**src/rtl/core/rrt_pkg.sv**
```systemverilog
// Shared types and command codes for the received range tracker.
package rrt_pkg;

    localparam int unsigned CMD_W     = 2;
    localparam int unsigned GAP_CNT_W = 5;
    localparam logic [GAP_CNT_W-1:0] MOST_GAPS = 5'd17;
    localparam logic [GAP_CNT_W-1:0] GAP_SAT   = 5'd31;

    typedef enum logic [CMD_W-1:0] {
        CMD_MARK  = 2'd0,
        CMD_QUERY = 2'd1,
        CMD_LIST  = 2'd2,
        CMD_SPARE = 2'd3
    } t_cmd;

    typedef enum logic [3:0] {
        S_IDLE,
        S_MINIT,
        S_MRD,
        S_MPROC,
        S_MWR2,
        S_MFIN,
        S_GINIT,
        S_GRD,
        S_GPROC,
        S_GEND,
        S_RESP
    } t_state;

endpackage

```
**src/rtl/core/received_range_tracker.sv**
```systemverilog
// Received range tracker: sorted range table in a two-bank RAM with merge and gap walks.
//
// Keeps up to MAX_RANGES disjoint inclusive byte ranges of one asset in a single-port-write,
// registered-read RAM split into two banks. A mark walks the live bank entry by entry, a read
// and a process step each (plus a write step when a new range is slotted in before an entry),
// writing the merged table into the other bank, then swaps banks unless the result would not
// fit, in which case table_full is flagged and nothing changes. Every command then walks the
// table once more, a read and a process step per entry, to count gaps below asset_size; a
// list walks it again emitting gaps. One item is handled at a time; the input is stalled until
// its last result is loaded into the output register.
module received_range_tracker #(
    parameter int MAX_RANGES = 16
) (
    input  logic                       i_clk,
    input  logic                       i_rst_n,
    input  logic                       i_cfg_valid,
    output logic                       o_cfg_ready,
    input  logic [31:0]                i_cfg_asset_size,
    input  logic                       i_valid,
    output logic                       o_stall,
    input  logic [rrt_pkg::CMD_W-1:0]  i_cmd,
    input  logic [31:0]                i_start_offset,
    input  logic [31:0]                i_byte_count,
    input  logic [4:0]                 i_max_gaps,
    output logic                       o_valid,
    input  logic                       i_stall,
    output logic                       o_exists,
    output logic                       o_complete,
    output logic [4:0]                 o_missing_count,
    output logic                       o_table_full,
    output logic [31:0]                o_gap_start,
    output logic [31:0]                o_gap_length,
    output logic                       o_gap_valid,
    output logic                       o_last
);
    import rrt_pkg::*;

    localparam int AW    = $clog2(MAX_RANGES);
    localparam int CW    = $clog2(MAX_RANGES + 1);
    localparam int DEPTH = 2 * (1 << AW);
    localparam logic [CW-1:0] FULL_N = CW'(MAX_RANGES);

    // bank-split table, first offset in the upper half of each word
    logic [63:0] mem [DEPTH];
    logic [63:0] r_rd;

    t_state r_state, n_state;
    logic              r_bank, n_bank;
    logic [CW-1:0]     r_cnt, n_cnt;
    logic [CW-1:0]     r_idx, n_idx;
    logic [CW-1:0]     r_n, n_n;
    logic              r_placed, n_placed;
    logic              r_ovf, n_ovf;
    logic [31:0]       r_s, n_s;
    logic [31:0]       r_e, n_e;
    logic              r_seen, n_seen;
    logic              r_done, n_done;
    logic              r_full, n_full;
    logic [31:0]       r_size;
    t_cmd              r_cmd, n_cmd;
    logic [31:0]       r_start, n_start;
    logic [31:0]       r_bytes, n_bytes;
    logic [4:0]        r_want, n_want;
    logic              r_emode, n_emode;
    logic [32:0]       r_low, n_low;
    logic [4:0]        r_gn, n_gn;
    logic [4:0]        r_miss, n_miss;
    logic [4:0]        r_emit, n_emit;
    logic [4:0]        r_emd, n_emd;

    logic              r_o_valid;
    logic              r_o_exists, r_o_complete;
    logic [4:0]        r_o_miss;
    logic              r_o_full;
    logic [31:0]       r_o_gs, r_o_gl;
    logic              r_o_gv, r_o_last;

    // memory and output-load controls
    logic              rd_en, we, load, ld_gap, ld_last;
    logic [AW:0]       raddr, waddr;
    logic [63:0]       wdata;
    logic [31:0]       ld_gs, ld_gl;

    logic              acc, out_free;
    logic [31:0]       d_f, d_l;
    logic [32:0]       l_inc, e_inc, size33, sum33;
    logic              c_below, c_above, two_wr, idx_last;
    logic              gap_here, tail_gap, emit_last;
    logic [31:0]       hi, gap_len, tail_len;
    logic [4:0]        gn_tail, miss_calc, emit_calc;
    logic              mf_ovf;
    logic [CW-1:0]     mf_n;

    assign acc      = i_valid && !o_stall;
    assign out_free = !r_o_valid || !i_stall;
    assign o_stall  = (r_state != S_IDLE);
    assign o_cfg_ready = 1'b1;

    assign d_f = r_rd[63:32];
    assign d_l = r_rd[31:0];

    // merge compares
    assign l_inc    = {1'b0, d_l} + 33'd1;
    assign e_inc    = {1'b0, r_e} + 33'd1;
    assign c_below  = l_inc < {1'b0, r_s};
    assign c_above  = {1'b0, d_f} > e_inc;
    assign two_wr   = !c_below && c_above && !r_placed;
    assign idx_last = (r_idx + CW'(1)) == r_cnt;
    assign sum33    = {1'b0, r_start} + {1'b0, r_bytes} - 33'd1;

    // gap compares
    assign size33   = {1'b0, r_size};
    assign gap_here = (r_low < {1'b0, d_f}) && (r_low < size33);
    assign hi       = ((d_f - 32'd1) < (r_size - 32'd1)) ? (d_f - 32'd1) : (r_size - 32'd1);
    assign gap_len  = hi - r_low[31:0] + 32'd1;
    assign tail_gap = r_low < size33;
    assign tail_len = r_size - r_low[31:0];
    assign emit_last = (r_emd + 5'd1) == r_emit;
    assign gn_tail  = (tail_gap && r_gn != GAP_SAT) ? r_gn + 5'd1 : r_gn;
    assign miss_calc = r_seen ? gn_tail : 5'd0;
    always_comb begin
        emit_calc = miss_calc;
        if (r_want < emit_calc) emit_calc = r_want;
        if (MOST_GAPS < emit_calc) emit_calc = MOST_GAPS;
    end

    assign mf_ovf = r_ovf || (!r_placed && r_n == FULL_N);
    assign mf_n   = r_placed ? r_n : r_n + CW'(1);

    // next state
    always_comb begin
        n_state = r_state;
        case (r_state)
            S_IDLE: begin
                if (acc) begin
                    n_state = (t_cmd'(i_cmd) == CMD_MARK && i_byte_count != 32'd0)
                              ? S_MINIT : S_GINIT;
                end
            end
            S_MINIT: n_state = (r_cnt == '0) ? S_MFIN : S_MRD;
            S_MRD:   n_state = S_MPROC;
            S_MPROC: begin
                if (two_wr)        n_state = S_MWR2;
                else if (idx_last) n_state = S_MFIN;
                else               n_state = S_MRD;
            end
            S_MWR2:  n_state = (r_idx == r_cnt) ? S_MFIN : S_MRD;
            S_MFIN:  n_state = S_GINIT;
            S_GINIT: n_state = (r_cnt == '0) ? S_GEND : S_GRD;
            S_GRD:   n_state = S_GPROC;
            S_GPROC: begin
                if (r_emode && gap_here && !out_free)      n_state = S_GPROC;
                else if (r_emode && gap_here && emit_last) n_state = S_IDLE;
                else if (idx_last)                         n_state = S_GEND;
                else                                       n_state = S_GRD;
            end
            S_GEND: begin
                if (r_emode)                                      n_state = out_free ? S_IDLE : S_GEND;
                else if (r_cmd == CMD_LIST && emit_calc != 5'd0) n_state = S_GINIT;
                else                                              n_state = S_RESP;
            end
            S_RESP:  n_state = out_free ? S_IDLE : S_RESP;
            default: n_state = S_IDLE;
        endcase
    end

    // memory access and result loading
    always_comb begin
        rd_en   = 1'b0;
        raddr   = {r_bank, r_idx[AW-1:0]};
        we      = 1'b0;
        waddr   = {~r_bank, r_n[AW-1:0]};
        wdata   = {d_f, d_l};
        load    = 1'b0;
        ld_gap  = 1'b0;
        ld_last = 1'b1;
        ld_gs   = 32'd0;
        ld_gl   = 32'd0;
        case (r_state)
            S_MRD, S_GRD: rd_en = 1'b1;
            S_MPROC: begin
                if (c_below) begin
                    we = (r_n != FULL_N);
                end else if (c_above) begin
                    we = (r_n != FULL_N);
                    if (!r_placed) wdata = {r_s, r_e};
                end
            end
            S_MWR2:  we = (r_n != FULL_N);
            S_MFIN: begin
                we    = !r_placed && (r_n != FULL_N);
                wdata = {r_s, r_e};
            end
            S_GPROC: begin
                if (r_emode && gap_here && out_free) begin
                    load    = 1'b1;
                    ld_gap  = 1'b1;
                    ld_last = emit_last;
                    ld_gs   = r_low[31:0];
                    ld_gl   = gap_len;
                end
            end
            S_GEND: begin
                if (r_emode && out_free) begin
                    load   = 1'b1;
                    ld_gap = 1'b1;
                    ld_gs  = r_low[31:0];
                    ld_gl  = tail_len;
                end
            end
            S_RESP:  load = out_free;
            default: ;
        endcase
    end

    // datapath next values
    always_comb begin
        n_bank   = r_bank;
        n_cnt    = r_cnt;
        n_idx    = r_idx;
        n_n      = r_n;
        n_placed = r_placed;
        n_ovf    = r_ovf;
        n_s      = r_s;
        n_e      = r_e;
        n_seen   = r_seen;
        n_done   = r_done;
        n_full   = r_full;
        n_cmd    = r_cmd;
        n_start  = r_start;
        n_bytes  = r_bytes;
        n_want   = r_want;
        n_emode  = r_emode;
        n_low    = r_low;
        n_gn     = r_gn;
        n_miss   = r_miss;
        n_emit   = r_emit;
        n_emd    = r_emd;
        case (r_state)
            S_IDLE: begin
                if (acc) begin
                    n_cmd   = t_cmd'(i_cmd);
                    n_start = i_start_offset;
                    n_bytes = i_byte_count;
                    n_want  = i_max_gaps;
                    n_emode = 1'b0;
                    n_full  = 1'b0;
                end
            end
            S_MINIT: begin
                n_s      = r_start;
                n_e      = sum33[32] ? 32'hFFFF_FFFF : sum33[31:0];
                n_idx    = '0;
                n_n      = '0;
                n_placed = 1'b0;
                n_ovf    = 1'b0;
            end
            S_MPROC: begin
                n_idx = r_idx + CW'(1);
                if (c_below || c_above) begin
                    if (r_n == FULL_N) n_ovf = 1'b1;
                    else               n_n   = r_n + CW'(1);
                    if (c_above) n_placed = 1'b1;
                end else begin
                    if (d_f < r_s) n_s = d_f;
                    if (d_l > r_e) n_e = d_l;
                end
            end
            S_MWR2: begin
                if (r_n == FULL_N) n_ovf = 1'b1;
                else               n_n   = r_n + CW'(1);
            end
            S_MFIN: begin
                if (mf_ovf) begin
                    n_full = 1'b1;
                end else begin
                    n_bank = ~r_bank;
                    n_cnt  = mf_n;
                    n_seen = 1'b1;
                    if (mf_n == CW'(1) && r_s == 32'd0 && e_inc >= size33) n_done = 1'b1;
                end
            end
            S_GINIT: begin
                n_idx = '0;
                n_low = '0;
                n_gn  = '0;
                n_emd = '0;
            end
            S_GPROC: begin
                if (!(r_emode && gap_here && !out_free)) begin
                    n_idx = r_idx + CW'(1);
                    n_low = l_inc;
                    if (gap_here) begin
                        if (r_gn != GAP_SAT) n_gn = r_gn + 5'd1;
                        n_emd = r_emd + 5'd1;
                    end
                end
            end
            S_GEND: begin
                if (!r_emode) begin
                    n_miss  = miss_calc;
                    n_emit  = emit_calc;
                    n_emode = (r_cmd == CMD_LIST) && (emit_calc != 5'd0);
                end
            end
            default: ;
        endcase
    end

    always_ff @(posedge i_clk) begin
        if (!i_rst_n) begin
            r_state <= S_IDLE;
            r_bank  <= 1'b0;
            r_cnt   <= '0;
            r_seen  <= 1'b0;
            r_done  <= 1'b0;
            r_size  <= 32'd1;
            r_o_valid <= 1'b0;
        end else begin
            r_state <= n_state;
            r_bank  <= n_bank;
            r_cnt   <= n_cnt;
            r_seen  <= n_seen;
            r_done  <= n_done;
            if (i_cfg_valid && o_cfg_ready) r_size <= i_cfg_asset_size;
            if (load)          r_o_valid <= 1'b1;
            else if (!i_stall) r_o_valid <= 0;
        end
    end

    always_ff @(posedge i_clk) begin
        r_idx    <= n_idx;
        r_n      <= n_n;
        r_placed <= n_placed;
        r_ovf    <= n_ovf;
        r_s      <= n_s;
        r_e      <= n_e;
        r_full   <= n_full;
        r_cmd    <= n_cmd;
        r_start  <= n_start;
        r_bytes  <= n_bytes;
        r_want   <= n_want;
        r_emode  <= n_emode;
        r_low    <= n_low;
        r_gn     <= n_gn;
        r_miss   <= n_miss;
        r_emit   <= n_emit;
        r_emd    <= n_emd;
        if (load) begin
            r_o_exists   <= r_seen;
            r_o_complete <= r_done;
            r_o_miss     <= r_miss;
            r_o_full     <= ld_gap ? 1'b0 : r_full;
            r_o_gs       <= ld_gs;
            r_o_gl       <= ld_gl;
            r_o_gv       <= ld_gap;
            r_o_last     <= ld_last;
        end
    end

    always_ff @(posedge i_clk) begin
        if (we) mem[waddr] <= wdata;
        if (rd_en) r_rd <= mem[raddr];
    end

    // status is captured with the result, so a stalled transaction holds still
    assign o_valid         = r_o_valid;
    assign o_exists        = r_o_exists;
    assign o_complete      = r_o_complete;
    assign o_missing_count = r_o_miss;
    assign o_table_full    = r_o_full;
    assign o_gap_start     = r_o_gs;
    assign o_gap_length    = r_o_gl;
    assign o_gap_valid     = r_o_gv;
    assign o_last          = r_o_last;

endmodule
```
**config.mk**
```make
export PLATFORM = sky130hd
export DESIGN_NAME = received_range_tracker
export DESIGN_NICKNAME = d
export VERILOG_FILES = /design/src/rtl/core/rrt_pkg.sv /design/src/rtl/core/received_range_tracker.sv
export SDC_FILE = /design/constraint.sdc
export NUM_CORES = 2
export LEC_CHECK = 0
export BUFFER_PORTS_ARGS = -buffer_cell sky130_fd_sc_hd__buf_2
export CORE_UTILIZATION = 45
export CTS_CLUSTER_DIAMETER = 120
export DETAILED_ROUTE_END_ITERATION = 16
export PLACE_DENSITY = 0.57
export SLEW_MARGIN = 20
export SYNTH_ARGS = -nofsm -noshare
export SYNTH_HDL_FRONTEND = slang
export SYNTH_SLANG_ARGS = --single-unit
export TNS_END_PERCENT = 100
```
**constraint.sdc**
```tcl
create_clock -name i_clk -period 12.4 [get_ports i_clk]
set_input_delay 2.48 -clock i_clk [delete_from_list [all_inputs] [get_ports i_clk]]
set_output_delay 2.48 -clock i_clk [all_outputs]
set_load 0.03 [all_outputs]
```
==> results.sh <==
export IMPL_status="complete, no violations"
export IMPL_netlist_area_um2=107000
export IMPL_crit_fanout=35
export IMPL_critPathLaunchType="flip-flop"
export IMPL_min_path_cells=0
export IMPL_synth_edf_count=2388
export IMPL_fin_skew_ps=64.4
export IMPL_synth_top_cell_by_area="edfxtp_1"
export IMPL_io_buffers=183
export IMPL_cts_resized=0
export IMPL_r2r_start="r_rd[34]"
export IMPL_grt_overflow_total=0
export IMPL_synth_avg_cell_area_um2=17.7
export IMPL_grt_pass1_wl_mm=435
export IMPL_power_density_nw_per_um2=222
export IMPL_clk_path_buf_depth=4
export IMPL_final_common_cell="edfxtp_1"
export IMPL_synth_top_cells_by_area="edfxtp_1, mux4_2, ha_1"
export IMPL_cts_sinks=2433
export IMPL_slew_violations=0
export IMPL_drc_errors=0
export IMPL_coreArea_um2=236000
export IMPL_r2r_setup_slack_ps=3360
export IMPL_clkLatencyLatePin_ps=950
export IMPL_critPathKind="flip-flop to flip-flop"
export IMPL_worstHoldEndpoint="o_missing_count[3]"
export IMPL_synth_top_flop_cell="edfxtp_1"
export IMPL_cts_buffers=277
export IMPL_synth_fp_nets=6585
export IMPL_gp_congestion=0.936
export IMPL_fin_ws_ps=3360
export IMPL_p_leak_nw=41.3
export IMPL_min_from="r_miss[3]"
export IMPL_relSlewSlack_pct=22.3
export IMPL_h_tree_depth=5
export IMPL_crit_path_end_kind="flip-flop"
export IMPL_async_reset_ff_share_pct=0
export IMPL_cp_data_arrival_time_ps=9670
export IMPL_cp_buffers_inverters=2
export IMPL_yosys_register_bits=2433
export IMPL_top_regs="mem: 2048 flops, r_rd: 64 flops, r_low: 33 flops"
export IMPL_period_share_pct=72.9
export IMPL_top_register="mem"
export IMPL_cts_clk_slew_worst_paths_ps=60
export IMPL_period_minus_slack_ps=9040
export IMPL_largest_reg_flops=2048
export IMPL_cap_violations=0
export IMPL_area_growth_pct=13.5
export IMPL_hpwl_mm=187
export IMPL_finalHoldViolations=0
export IMPL_path_delay_family="compound AO/OA/AOI/OAI gates"
export IMPL_ant_nets=0
export IMPL_fp_dieArea_um2=239000
export IMPL_first_global_vias=58000
export IMPL_num_fill_cells=19200
export IMPL_track_usage_pct=25.8
export IMPL_synth_cell_types=88
export IMPL_cts_tree="yes"
export IMPL_dr_pass1_iters=5
export IMPL_layout_drive_gt1_share_pct=22.9
export IMPL_worst_pin_slew_ps=1160
export IMPL_tns_ps=0
export IMPL_synth_top_area_share_pct=67.1
export IMPL_irDropWorstVdd_mv=0.178
export IMPL_start_util_pct=45.3
export IMPL_slowest_stage="a2111oi_0"
export IMPL_cts_setup_buffers=0
export IMPL_ys_seq_area_share_pct=68.0
export IMPL_utilization_pct=51.4
export IMPL_nets=6928
export IMPL_reg2reg_depth=31
export IMPL_fin_cells=9730
export IMPL_cts_root_buf="clkbuf_16"
export IMPL_syn_inst=6051
export IMPL_die_y_um=489
export IMPL_die_w_um=489
export IMPL_pre_cts_ws_ps=3370
export IMPL_ios=185
export IMPL_dp_cells=9264
export IMPL_rsz0062_at_grt="no"
export IMPL_hp_class="flip-flop to flip-flop"
export IMPL_drt_initial_drc_count=6287
export IMPL_setup_violations=0
export IMPL_max_stage_delay_ps=620
export IMPL_fmax_ghz=0.111
export IMPL_num_rows=178
export IMPL_startpoint="r_rd[34]"
export IMPL_grt_max_degree=128
export IMPL_antenna_found_initial=7
export IMPL_via_count=58300
export IMPL_regToRegEndpoint="o_gap_length[31]"
export IMPL_synth_warnings=0
export IMPL_wire_per_inst_um=31.7
export IMPL_worst_path_stages=31
export IMPL_vias_per_cell=5.99
export IMPL_postCtsHoldBufs=0
export IMPL_critical_path_required_ps=13030
export IMPL_wirelength_mm=309
export IMPL_final_cell_mix="edfxtp_1, mux4_2, ha_1"
cell families after synthesis:
kind of cell	share of synthesized area (%)
DFF	68.0
muxes	14.8
xor gates and xnor gates	1.92
AOI/OAI and AO/OA	3.91
adders and majority gates	5.01
buffers and inverters	2.26
other	0.00351
and+or+nand+nor	4.10
area by class of cell:
cell class	count	area, um2	share of cell area, %
diodes	4	10.0	0.00826
clock buffers	338	7310	6.03
clock inverters	123	1080	0.891
inverters	386	1450	1.20
multi-input cells	2991	32700	26.9
flip-flops and latches	2433	72600	59.9
well taps	3150	3940	3.25
repair buffers	305	2160	1.78
metal layers:
metal	up-vias	track usage (%)	wire [um]	part of all wire, %
met3	402	3.61	20700	6.7
met4	0	8.41	10100	3.3
met5	-	0	0	0
met1	30900	36.2	131000	42
met2	2231	41.7	147000	48
li1	24700	-	-	-
worst max-delay path by stage:
stage	end	slack, ps
2_1_floorplan	o_complete	3820
3_3_place_gp	o_gap_length[31]	3230
3_5_place_dp	o_gap_length[31]	3370
4_1_cts	o_gap_length[31]	3330
5_1_grt	o_gap_length[31]	2870
6_report	o_gap_length[31]	3360
report_power, final:
part	switching [mW]	internal [mW]	leakage [nW]	total [mW]
clock	3.19	4.56	4.11	7.75
combinational	5.14	3.14	15.5	8.28
sequential	0.427	10.5	21.8	10.9
synth_stat cells (all sizes together), types with 17 or more instances:
master and count:
buf 58, nor4 38, clkbuf 183, ha 423, nor2b 43, dfxtp 45, mux2 67, a21oi 172
nand4 70, nand3 72, a211oi 18, nor2 257, mux2i 66, and3 29, o21ai 196, xor2 74
nor3 51, o21a 22, edfxtp 2388, nand2b 25, nand2 201, and2 39, mux4 640, o22ai 25
a21o 117, inv 385, or3 17, xnor2 160
per-stage QoR:
stage	hold slack [ps]	power, mW	area (um2)
global placement	411	19.2	112000
finish	420	26.9	121000
global route	448	28.0	121000
floorplan	400	16.2	107000
detailed placement	408	19.3	113000
CTS	425	27.0	121000
(Power assumes the default switching activity.)
